## config.mk

```make
export PLATFORM = sky130hd
export DESIGN_NAME = checked_fixed_frame_deframer_top
export DESIGN_NICKNAME = d
export VERILOG_FILES = /design/src/cffd_pkg.sv /design/src/cffd_front.sv /design/src/cffd_back.sv /design/src/checked_fixed_frame_deframer_top.sv
export SDC_FILE = /design/constraint.sdc
export NUM_CORES = 1
export LEC_CHECK = 0
export CAP_MARGIN = 20
export CORE_ASPECT_RATIO = 0.7
export CORE_MARGIN = 4
export CORE_UTILIZATION = 43
export CTS_BUF_LIST = sky130_fd_sc_hd__clkbuf_16
export DETAILED_ROUTE_END_ITERATION = 10
export DONT_BUFFER_PORTS = 1
export GPL_TIMING_DRIVEN = 0
export PLACE_DENSITY = 0.57
export SYNTH_ARGS = -nofsm -noshare
export SYNTH_HDL_FRONTEND = slang
export SYNTH_SLANG_ARGS = --single-unit
```

## constraint.sdc

```tcl
create_clock -name clk -period 4.5 [get_ports clk]
set_clock_uncertainty 0.1 [all_clocks]
set_input_delay 1.125 -clock clk [delete_from_list [all_inputs] [get_ports clk]]
set_output_delay 1.125 -clock clk [all_outputs]
set_load 0.05 [all_outputs]
```

## src/cffd_pkg.sv

```systemverilog
// Shared types and constants for the checked fixed-frame deframer.
package cffd_pkg;

  localparam int POS_W    = 5;
  localparam int QDEPTH   = 4;
  localparam int QPTR_W   = $clog2(QDEPTH);
  localparam int QCNT_W   = $clog2(QDEPTH + 1);

  localparam logic       ACT_BYTE    = 1'b0;
  localparam logic       ACT_CONSUME = 1'b1;

  localparam logic       REG_HEADER  = 1'b0;
  localparam logic       REG_FOOTER  = 1'b1;

  localparam logic [7:0] HEADER_RST  = 8'd170;
  localparam logic [7:0] FOOTER_RST  = 8'd85;

  localparam logic [1:0] STATUS_NONE    = 2'd0;
  localparam logic [1:0] STATUS_OK      = 2'd1;
  localparam logic [1:0] STATUS_BAD_FTR = 2'd2;
  localparam logic [1:0] STATUS_BAD_CHK = 2'd3;

  typedef struct packed {
    logic       action;
    logic [7:0] rx_byte;
  } in_item_t;

  typedef struct packed {
    logic               ready_res;
    logic [7:0]         detected;
    logic signed [15:0] x_coord;
    logic signed [15:0] y_coord;
    logic [15:0]        frame_count;
    logic [1:0]         frame_status;
  } out_item_t;

  // Classified word handed from the front to the back.
  typedef struct packed {
    logic       consume;
    logic       hdr_hit;
    logic       ftr_hit;
    logic [7:0] data;
  } q_entry_t;

  typedef struct packed {
    logic     valid;
    q_entry_t entry;
  } q_head_t;

endpackage

```

## src/cffd_front.sv

```systemverilog
// Front end: configuration registers, word classification and the word queue.
module cffd_front (
  input  logic              clk,
  input  logic              rst_n,
  input  logic              cfg_we,
  input  logic              cfg_index,
  input  logic [7:0]        cfg_wdata,
  input  logic              in_valid,
  output logic              in_ready,
  input  cffd_pkg::in_item_t in_data,
  output cffd_pkg::q_head_t q_head,
  input  logic              q_pop
);
  import cffd_pkg::*;

  logic [7:0]        header_r, header_nxt;
  logic [7:0]        footer_r, footer_nxt;
  q_entry_t          mem_r [QDEPTH];
  logic [QPTR_W-1:0] wr_ptr_r, wr_ptr_nxt;
  logic [QPTR_W-1:0] rd_ptr_r, rd_ptr_nxt;
  logic [QCNT_W-1:0] count_r, count_nxt;
  logic              push;
  q_entry_t          entry_in;

  always_comb begin
    header_nxt = header_r;
    footer_nxt = footer_r;
    if (cfg_we) begin
      case (cfg_index)
        REG_HEADER: header_nxt = cfg_wdata;
        REG_FOOTER: footer_nxt = cfg_wdata;
        default:    ;
      endcase
    end
  end

  always_comb begin
    entry_in.consume = (in_data.action == ACT_CONSUME);
    entry_in.hdr_hit = (in_data.rx_byte == header_r);
    entry_in.ftr_hit = (in_data.rx_byte == footer_r);
    entry_in.data    = in_data.rx_byte;
  end

  assign in_ready     = (count_r != QCNT_W'(QDEPTH));
  assign push         = in_valid && in_ready;
  assign q_head.valid = (count_r != '0);
  assign q_head.entry = mem_r[rd_ptr_r];

  always_comb begin
    wr_ptr_nxt = push  ? wr_ptr_r + 1'b1 : wr_ptr_r;
    rd_ptr_nxt = q_pop ? rd_ptr_r + 1'b1 : rd_ptr_r;
    count_nxt  = count_r;
    if (push && !q_pop) begin
      count_nxt = count_r + 1'b1;
    end else if (!push && q_pop) begin
      count_nxt = count_r - 1'b1;
    end
  end

  always_ff @(posedge clk) begin
    if (!rst_n) begin
      header_r <= HEADER_RST;
      footer_r <= FOOTER_RST;
      wr_ptr_r <= '0;
      rd_ptr_r <= '0;
      count_r  <= '0;
    end else begin
      header_r <= header_nxt;
      footer_r <= footer_nxt;
      wr_ptr_r <= wr_ptr_nxt;
      rd_ptr_r <= rd_ptr_nxt;
      count_r  <= count_nxt;
    end
  end

  always_ff @(posedge clk) begin
    if (push) begin
      mem_r[wr_ptr_r] <= entry_in;
    end
  end

endmodule

```

## src/cffd_back.sv

```systemverilog
// Back end: frame tracking, XOR check, held results and the result register.
module cffd_back #(
  parameter int FRAME_LEN = 8
) (
  input  logic               clk,
  input  logic               rst_n,
  input  cffd_pkg::q_head_t  q_head,
  output logic               q_pop,
  output logic               out_valid,
  input  logic               out_ready,
  output cffd_pkg::out_item_t out_data
);
  import cffd_pkg::*;

  localparam logic [POS_W-1:0] XOR_END  = POS_W'(FRAME_LEN - 3);
  localparam logic [POS_W-1:0] CHK_POS  = POS_W'(FRAME_LEN - 2);
  localparam logic [POS_W-1:0] LAST_POS = POS_W'(FRAME_LEN - 1);

  logic [POS_W-1:0] pos_r, pos_nxt;
  logic [7:0]       xor_r, xor_nxt;
  logic [7:0]       check_r, check_nxt;
  logic [7:0]       pend_det_r, pend_det_nxt;
  logic [15:0]      pend_x_r, pend_x_nxt;
  logic [15:0]      pend_y_r, pend_y_nxt;
  logic [7:0]       held_det_r, held_det_nxt;
  logic [15:0]      held_x_r, held_x_nxt;
  logic [15:0]      held_y_r, held_y_nxt;
  logic [15:0]      count_r, count_nxt;
  logic             ready_r, ready_nxt;
  logic             out_valid_r, out_valid_nxt;
  out_item_t        out_r, out_nxt;
  logic [1:0]       status;
  logic             rdy;
  q_entry_t         e;

  assign e     = q_head.entry;
  assign q_pop = q_head.valid && (!out_valid_r || out_ready);

  always_comb begin
    pos_nxt      = pos_r;
    xor_nxt      = xor_r;
    check_nxt    = check_r;
    pend_det_nxt = pend_det_r;
    pend_x_nxt   = pend_x_r;
    pend_y_nxt   = pend_y_r;
    held_det_nxt = held_det_r;
    held_x_nxt   = held_x_r;
    held_y_nxt   = held_y_r;
    count_nxt    = count_r;
    ready_nxt    = ready_r;
    status       = STATUS_NONE;
    rdy          = ready_r;

    if (e.consume) begin
      // report the flag as it stood, then clear it
      ready_nxt = 1'b0;
    end else if (pos_r == '0) begin
      if (e.hdr_hit) begin
        pos_nxt = POS_W'(1);
        xor_nxt = '0;
      end
    end else begin
      if (pos_r <= XOR_END) begin
        xor_nxt = xor_r ^ e.data;
      end
      case (pos_r)
        POS_W'(1): pend_det_nxt = e.data;
        POS_W'(2): pend_x_nxt   = {pend_x_r[15:8], e.data};
        POS_W'(3): pend_x_nxt   = {e.data, pend_x_r[7:0]};
        POS_W'(4): pend_y_nxt   = {pend_y_r[15:8], e.data};
        POS_W'(5): pend_y_nxt   = {e.data, pend_y_r[7:0]};
        default:   ;
      endcase
      if (pos_r == CHK_POS) begin
        check_nxt = e.data;
      end
      if (pos_r >= LAST_POS) begin
        pos_nxt = '0;
        if (!e.ftr_hit) begin
          status = STATUS_BAD_FTR;
        end else if (check_r != xor_r) begin
          status = STATUS_BAD_CHK;
        end else begin
          held_det_nxt = pend_det_r;
          held_x_nxt   = pend_x_r;
          held_y_nxt   = pend_y_r;
          count_nxt    = count_r + 16'd1;
          ready_nxt    = 1'b1;
          status       = STATUS_OK;
        end
      end else begin
        pos_nxt = pos_r + POS_W'(1);
      end
      rdy = ready_nxt;
    end

    out_nxt.ready_res    = rdy;
    out_nxt.detected     = held_det_nxt;
    out_nxt.x_coord      = $signed(held_x_nxt);
    out_nxt.y_coord      = $signed(held_y_nxt);
    out_nxt.frame_count  = count_nxt;
    out_nxt.frame_status = status;

    out_valid_nxt = out_valid_r;
    if (q_pop) begin
      out_valid_nxt = 1'b1;
    end else if (out_ready) begin
      out_valid_nxt = 1'b0;
    end
  end

  always_ff @(posedge clk) begin
    if (!rst_n) begin
      pos_r       <= '0;
      xor_r       <= '0;
      check_r     <= '0;
      pend_det_r  <= '0;
      pend_x_r    <= '0;
      pend_y_r    <= '0;
      held_det_r  <= '0;
      held_x_r    <= '1;
      held_y_r    <= '1;
      count_r     <= '0;
      ready_r     <= 1'b0;
      out_valid_r <= 1'b0;
    end else begin
      out_valid_r <= out_valid_nxt;
      if (q_pop) begin
        pos_r      <= pos_nxt;
        xor_r      <= xor_nxt;
        check_r    <= check_nxt;
        pend_det_r <= pend_det_nxt;
        pend_x_r   <= pend_x_nxt;
        pend_y_r   <= pend_y_nxt;
        held_det_r <= held_det_nxt;
        held_x_r   <= held_x_nxt;
        held_y_r   <= held_y_nxt;
        count_r    <= count_nxt;
        ready_r    <= ready_nxt;
      end
    end
  end

  always_ff @(posedge clk) begin
    if (q_pop) begin
      out_r <= out_nxt;
    end
  end

  assign out_valid = out_valid_r;
  assign out_data  = out_r;

endmodule

```

## src/checked_fixed_frame_deframer_top.sv

```systemverilog
// Top level of the checked fixed-frame deframer.
// Receives serial bytes (or consume words) one word per clock while the queue
// has room and returns one result word for each. A header byte starts a frame
// of FRAME_LEN bytes; the last byte must match the footer and the one before it
// the XOR of bytes 1 to FRAME_LEN-3. Accepted frames update the held detection
// byte, x, y, a wrapping frame counter and the ready flag. Sustained rate is one
// word per clock while the result side is ready, set by the state update of the
// frame tracker; a word's result passes through the four-word input queue and
// then the result register, and waits in either while the result side stalls.
// Header and footer are to be written by the user only while the block is
// idle; the block itself does not enforce it.
module checked_fixed_frame_deframer_top #(
  parameter int FRAME_LEN = 8
) (
  input  logic                clk,
  input  logic                rst_n,
  input  logic                cfg_we,
  input  logic                cfg_index,
  input  logic [7:0]          cfg_wdata,
  input  logic                in_valid,
  output logic                in_ready,
  input  cffd_pkg::in_item_t  in_data,
  output logic                out_valid,
  input  logic                out_ready,
  output cffd_pkg::out_item_t out_data
);
  import cffd_pkg::*;

  q_head_t q_head;
  logic    q_pop;

  cffd_front u_front (
    .clk       (clk),
    .rst_n     (rst_n),
    .cfg_we    (cfg_we),
    .cfg_index (cfg_index),
    .cfg_wdata (cfg_wdata),
    .in_valid  (in_valid),
    .in_ready  (in_ready),
    .in_data   (in_data),
    .q_head    (q_head),
    .q_pop     (q_pop)
  );

  cffd_back #(
    .FRAME_LEN (FRAME_LEN)
  ) u_back (
    .clk       (clk),
    .rst_n     (rst_n),
    .q_head    (q_head),
    .q_pop     (q_pop),
    .out_valid (out_valid),
    .out_ready (out_ready),
    .out_data  (out_data)
  );

`ifndef NO_ASSERTIONS
  a_ok_sets_ready: assert property (@(posedge clk) disable iff (!rst_n)
    out_valid && (out_data.frame_status == STATUS_OK) |-> out_data.ready_res)
    else $error("accepted frame without ready flag");

  a_full_has_head: assert property (@(posedge clk) disable iff (!rst_n)
    !in_ready |-> q_head.valid)
    else $error("input stalled with empty queue");

  a_pop_needs_room: assert property (@(posedge clk) disable iff (!rst_n)
    q_pop |-> q_head.valid && (!out_valid || out_ready))
    else $error("queue popped without room for the result");

  a_result_follows_pop: assert property (@(posedge clk) disable iff (!rst_n)
    q_pop |=> out_valid)
    else $error("popped word produced no result");
`endif

endmodule

```

==> results of run 1 <==
worst paths after layout:
path / cells past startpoint / from / to / slack, ns
worst max-delay path: 11 / u_back.out_valid / u_front.count_r[2] / 0.37
worst min-delay path: 2 / u_back.ready_r / u_back.ready_r / 0.35
worst max register to register: 11 / u_back.out_valid / u_front.count_r[2] / 0.37
worst min register to register: 2 / u_back.ready_r / u_back.ready_r / 0.35
flip-flops by register name, summed over array words and instances, names as in the netlist, 2 cells and up, named ones only:
name and cells:
u_front.footer_r 8, u_front.count_r 3, u_back.pend_det_r 8, u_front.wr_ptr_r 2, u_back.count_r 16, u_front.mem_r 44
u_back.held_y_r 16, u_back.pend_y_r 16, u_front.header_r 8, u_back.out_data 59, u_back.held_x_r 16, u_back.pend_x_r 16
u_front.rd_ptr_r 2, u_back.xor_r 8, u_back.check_r 8, u_back.held_det_r 8, u_back.pos_r 5
area by class of cell:
| class | instances | share of cell area |
|---|---|---|
| Clock inverter | 19 | 0.01565 |
| Timing Repair Buffer | 2 | 0.002159 |
| Sequential cell | 247 | 0.5155 |
| Inverter | 15 | 0.004858 |
| Buffer | 70 | 0.02515 |
| Multi-Input combinational cell | 599 | 0.3483 |
| Tap cell | 318 | 0.03433 |
| Clock buffer | 25 | 0.05397 |
cell usage after synthesis, types with 16 or more instances:
cell,number
a21oi_1,34
edfxtp_1,103
nand2_1,81
nor4_1,42
mux2_2,41
nand3_1,46
a31oi_1,34
dfxtp_1,144
mux2i_1,27
o21ai_0,42
nor2_1,52
xnor2_1,36
clkbuf_1,49
nand4_1,25
xor2_1,16
power groups by stage:
| stage | registers (mW) | clock network [mW] | logic, mW |
|---|---|---|---|
| 3_3_place_gp | 3.18 | 0 | 1.52 |
| 5_1_grt | 3.12 | 2.19 | 1.71 |
| 3_5_place_dp | 3.14 | 0 | 1.55 |
| 4_1_cts | 3.10 | 2.10 | 1.56 |
| 6_report | 3.09 | 2.06 | 1.57 |
| 2_1_floorplan | 3.13 | 0 | 1.01 |
through the flow:
| step | hold slack, ns | cells |
|---|---|---|
| after floorplan | 0.3312 | 931 |
| after global placement | 0.3398 | 1249 |
| after detailed placement | 0.3438 | 1250 |
| after CTS | 0.3533 | 1294 |
| after global routing | 0.3790 | 1295 |
| final | 0.3519 | 1295 |
cell usage in the layout, fill, tap and decap left out, drive strengths merged, types with 11 or more instances in the layout:
cell type	instances
nand2b	12
mux2i	27
inv	19
nand4	25
o31ai	11
nand2	81
clkbuf	75
a31oi	34
mux2	41
xnor2	36
a31o	11
nand3	46
edfxtp	103
nor4	43
dfxtp	144
a21oi	34
o21ai	50
nor2	52
xor2	16
buf	22
mux4	11
critical path: cells and delay by family (launching register included):
| kind | cells | cell delay (ns) |
|---|---|---|
| AND/OR/NAND/NOR | 3 | 0.97 |
| adder cells (fa/ha/maj) | 2 | 0.70 |
| AO/OA/AOI/OAI | 1 | 0.14 |
| XOR/XNOR | 1 | 0.16 |
| flip-flops | 1 | 0.63 |
| buffers and inverters | 4 | 1.36 |
layer usage:
layer / vias up / GRT usage / wire, um / part of all wire
li1: 3469 / - / - / -
met1: 3442 / 0.3003 / 13490 / 0.52
met2: 186 / 0.2806 / 10730 / 0.41
met3: 40 / 0.03327 / 1277 / 0.049
met4: 0 / 0.04245 / 461 / 0.018
met5: - / 0 / 0 / 0
logic make-up (layout without fill, tap and decap cells):
logic type | count (synthesis) | count (layout) | share of synthesized area
multiplexers | 79 | 79 | 0.09457
adder cells (fa/ha/maj) | 11 | 11 | 0.01401
AND/OR/NAND/NOR | 308 | 308 | 0.1514
AO/OA/AOI/OAI | 149 | 149 | 0.08575
flip-flops | 247 | 247 | 0.5768
XOR/XNOR | 52 | 52 | 0.04396
buffers and inverters | 85 | 131 | 0.03345
==> results.md, run 1 <==
- # DRC: 0
- Seq/Total Area, Yosys: 0.5768
- Initial core utilization: 0.4371
- Post-route ant nets: 0
- Initial DRT Pass Iterations: 6
- Clock sink count: 247
- Clk buf depth: 3
- FMAX: 242.3 MHz
- CP Launch Type: flip-flop
- WP data required: 4.85 ns
- Placed cell areas: 0.01078 mm^2
- Status: finished, final reports clean
- Clock root buffer: clkbuf_16
- Synthesized area per cell: 11.13 um^2
- Worst EP arrival: 4.48 ns
- Clk pwr share: 0.307
- Vias per cell: 5.511
- Diode count: 0
- Avg WL per Cell: 20.04 um
- GRT overflow: 0
- CORE AREA: 0.02370 mm^2
- Number of enable flip-flop cells after synthesis: 103
- Post-Syn Nets: 965
- Post-Syn Area: 0.01036 mm^2
- Final hold violation count: 0
- Initial antenna violation count: 1
- Post-synthesis cell count: 931
- Setup violations, final: 0
- Clk_lat worst skew: 0.52 ns
- FF+latch count, synth: 247
- HP Class: reg -> reg
- Most frequent cell on the critical path: clkbuf_1
- # IOs: 84
- Leakage: 3.972 nW
- Synth top area cells: edfxtp_1 (30%), dfxtp_1 (28%), mux2_2 (4.5%), xnor2_1 (3.0%), nand2_1 (2.9%)
- Sw Share: 0.3767
- Chip height: 137.9 um
- Vias: 7,137
- Multi-input gate area: 0.004038 mm^2
- Cts bufs inserted: 24
- Setup TNS: 0 ns
- CTS tree: built
- Slowest stage delay, CP: 0.63 ns
- Slew HR: 0.3239
- Fin crit period: 4.127 ns
- Peak VDD IR: 0.3765 mV
- Final WL: 25,960 um
- Synth warn: 0
- RSZ-0062 raised after global routing: no
- Comb pwr share: 0.233
- Worst-path clk slew: 0.07 ns
- Layout Nets: 993
- Final worst setup slack: 0.3734 ns
- Cts hold-fix bufs: 0
- Reg area: 0.005976 mm^2
- Internal power: 4.188 mW
- Worst slew pin tran: 1.011 ns
- Die X-Extent: 193.5 um
- Row count: 47
- Largest net degree at the start of global routing: 40
- Crit path max fanout: 10
- Tcrit/Tclk final: 0.9170
- Endpoint class of the critical path: flip-flop
- Die area: 0.02668 mm^2
- Pre-CTS setup slack: 0.06009 ns
- Share of cells above drive strength 1: 0.1320
- GRT Util Overall: 0.1926
- Number of global-route vias before repair: 6,923
- Area grow syn2layout: 11.88%
- Sequential Power Share: 0.460
- Port buffer count: 0
- Setup CP Type: reg -> reg
- Post-synth top flop: dfxtp_1
- Max Cap Viol: 0
- Power density cells: 579.6 mW/mm^2
- First-pass GRT wire length: 40,940 um
- Fin. max-slew vios: 0
- Hpwl dp: 18,110 um
- Clock H-tree levels: 1
- Crit-path slowest cell: dfxtp_1
- Fillers: 2,186
- Post-synth top area share: 0.2986
- Final core occ: 0.4891
- Fin area: 0.01159 mm^2
- Critical path cell sequence: nor2b_1 > or2_2 > clkbuf_1 > clkbuf_1 > clkbuf_1 > ha_1 > inv_1 > fa_1 > xor2_1 > or3_1 > a21oi_1
- Total power: 6.719 mW
- Cell taking the most area after synthesis: edfxtp_1
- FFs w/ async S/R, synth: 0
- Netlist cell types: 46
- Switch Pwr: 2.531 mW
- Post-CTS setup repair buffer count: 0
- First DRT Iteration DRCs: 507
- Routability cong.: 0.8907
- Post-cts gate resize count: 0
(Power assumes the default switching activity.)
==> run 2, diff against run 1 <==
- GPL_TIMING_DRIVEN: 0 -> default
==> results.md, run 2 (synthesized netlist as in run 1, its figures left out) <==
- Vias: 6,937 (was 7,137)
- Cts bufs inserted: 24 (unchanged)
- Routability cong.: 0.8041 (was 0.8907)
- Setup CP Type: reg -> reg (unchanged)
- Min-Delay Path Depth: 2 (unchanged)
- Final worst setup slack: 1.369 ns (was 0.3734 ns)
- Hpwl dp: 14,340 um (was 18,110 um)
- Status: finished, final reports clean (unchanged)
- Power density cells: 577.6 mW/mm^2 (was 579.6 mW/mm^2)
- Reg2reg end: u_back.out_data[19] (was u_front.count_r[2])
- Placed cell areas: 0.01057 mm^2 (was 0.01078 mm^2)
- Pre-CTS setup slack: 1.185 ns (was 0.06009 ns)
- Vias per cell: 5.622 (was 5.511)
- WP data required: 4.66 ns (was 4.85 ns)
- Tcrit/Tclk final: 0.6958 (was 0.9170)
- Fin area: 0.01139 mm^2 (was 0.01159 mm^2)
- Fin crit period: 3.131 ns (was 4.127 ns)
- Reg2reg setup slack: 1.37 ns (was 0.37 ns)
- Worst slew pin tran: 0.9503 ns (was 1.011 ns)
- CORE AREA: 0.02370 mm^2 (unchanged)
- Die X-Extent: 193.5 um (unchanged)
- Worst Hold End: u_back.ready_r (unchanged)
- Setup violations, final: 0 (unchanged)
- GRT Util Overall: 0.1696 (was 0.1926)
- Share of cells above drive strength 1: 0.1343 (was 0.1320)
- Slew HR: 0.3645 (was 0.3239)
- Largest register FFs: 59 (unchanged)
- Clock H-tree levels: 1 (unchanged)
- CP Launch Type: flip-flop (unchanged)
- Most common cell after layout, fill and taps aside: dfxtp_1 (unchanged)
- Avg WL per Cell: 18.82 um (was 20.04 um)
- Crit path max fanout: 31 (was 10)
- Area grow syn2layout: 9.927% (was 11.88%)
- Clock sink count: 247 (unchanged)
- Max Cap Viol: 0 (unchanged)
- # DRC: 0 (unchanged)
- Commonest cells after routing, fill and taps aside: dfxtp_1 (144), edfxtp_1 (103), nand2_1 (80) (was dfxtp_1 (144), edfxtp_1 (103), nand2_1 (81))
- Chip height: 137.9 um (unchanged)
- Number of global-route vias before repair: 6,400 (was 6,923)
- Initial DRT Pass Iterations: 7 (was 6)
- Clk buf depth: 3 (unchanged)
- HP Start: u_back.ready_r (unchanged)
- HP Class: reg -> reg (unchanged)
- Reg2reg path depth: 6 (was 11)
- Initial core utilization: 0.4371 (unchanged)
- Row count: 47 (unchanged)
- RSZ-0062 raised after global routing: no (unchanged)
- Leakage: 3.909 nW (was 3.972 nW)
- Largest net degree at the start of global routing: 97 (was 40)
- Clk_lat worst skew: 0.51 ns (was 0.52 ns)
- Peak VDD IR: 0.3410 mV (was 0.3765 mV)
- # IOs: 84 (unchanged)
- Initial antenna violation count: 2 (was 1)
- First DRT Iteration DRCs: 581 (was 507)
- Final hold violation count: 0 (unchanged)
- Cts hold-fix bufs: 0 (unchanged)
- FMAX: 319.4 MHz (was 242.3 MHz)
- Post-route ant nets: 0 (unchanged)
- Die area: 0.02668 mm^2 (unchanged)
- Endpoint class of the critical path: flip-flop (unchanged)
- Layout Nets: 932 (was 993)
- Post-CTS setup repair buffer count: 0 (unchanged)
- Worst EP arrival: 3.29 ns (was 4.48 ns)
- Clock root buffer: clkbuf_16 (unchanged)
- Final WL: 23,220 um (was 25,960 um)
- Diode count: 0 (unchanged)
- First-pass GRT wire length: 37,000 um (was 40,940 um)
- Fin. max-slew vios: 0 (unchanged)
- Setup TNS: 0 ns (unchanged)
- CTS tree: built (unchanged)
- Worst-path clk slew: 0.06 ns (was 0.07 ns)
- Port buffer count: 0 (unchanged)
- GRT overflow: 0 (unchanged)
- Post-cts gate resize count: 0 (unchanged)
-- run 2: changes by cell type in the layout (fill, tap and decap cells not counted), moves of 2 or more --
cell      change
clkinv_4      -2
clkinv_1      +5
buf_4         +9
clkbuf_1     -49
buf_1         -8
buf_2        -11
buf_6         -2
-- run 2: area by class of cell --
type | instances | area, um^2
Fill cell | 2135 | 12310
Inverter | 15 | 58.81
Tap cell | 318 | 397.9
Clock buffer | 25 | 625.6
Clock inverter | 19 | 183.9
Sequential cell | 247 | 5976
Timing Repair Buffer | 11 | 92.59
Multi-Input combinational cell | 599 | 4054
-- run 2: where the power goes --
group	switching, mW	total (mW)	internal (mW)
clock	0.840	2.07	1.23
sequential	0.493	3.12	2.62
combinational	1.06	1.39	0.331
total	2.39	6.58	4.18
-- run 2: metrics by stage --
step | cells | util | hold slack [ns] | total power, mW
2_1_floorplan | 931 | - | 0.3312 | 4.140
3_3_place_gp | 1189 | 0.4462 | 0.3413 | 4.549
3_5_place_dp | 1189 | 0.4462 | 0.3501 | 4.560
4_1_cts | 1233 | 0.4803 | 0.3594 | 6.642
5_1_grt | 1234 | 0.4805 | 0.3887 | 6.870
6_report | 1234 | 0.4805 | 0.3539 | 6.578
-- run 2: per-layer routing --
metal  wire [um]  up-vias  track usage
met5           0        -            0
met4         340        0      0.02909
met3        1253       25      0.03837
met2        9795      167       0.2455
met1       11830     3386       0.2632
li1            -     3359            -
-- run 2: critical path, stage by stage, from the launching register on --
cell     delay (ns)
dfxtp_1        0.58
buf_4          0.26
mux4_2         0.53
and3_2         0.46
nand2_2        0.18
buf_4          0.35
mux2_2         0.40
-- run 2: worst max-delay path by stage --
stage / startpoint / to / cells after the start
after global routing: flip-flop / u_back.pend_y_r[10] / 5
final: flip-flop / u_back.out_data[19] / 6
after CTS: flip-flop / u_back.out_data[19] / 6
after global placement: out_ready / u_front.count_r[2] / 8
after detailed placement: out_ready / u_front.count_r[2] / 8
after floorplan: out_ready / u_back.out_data[0] / 6
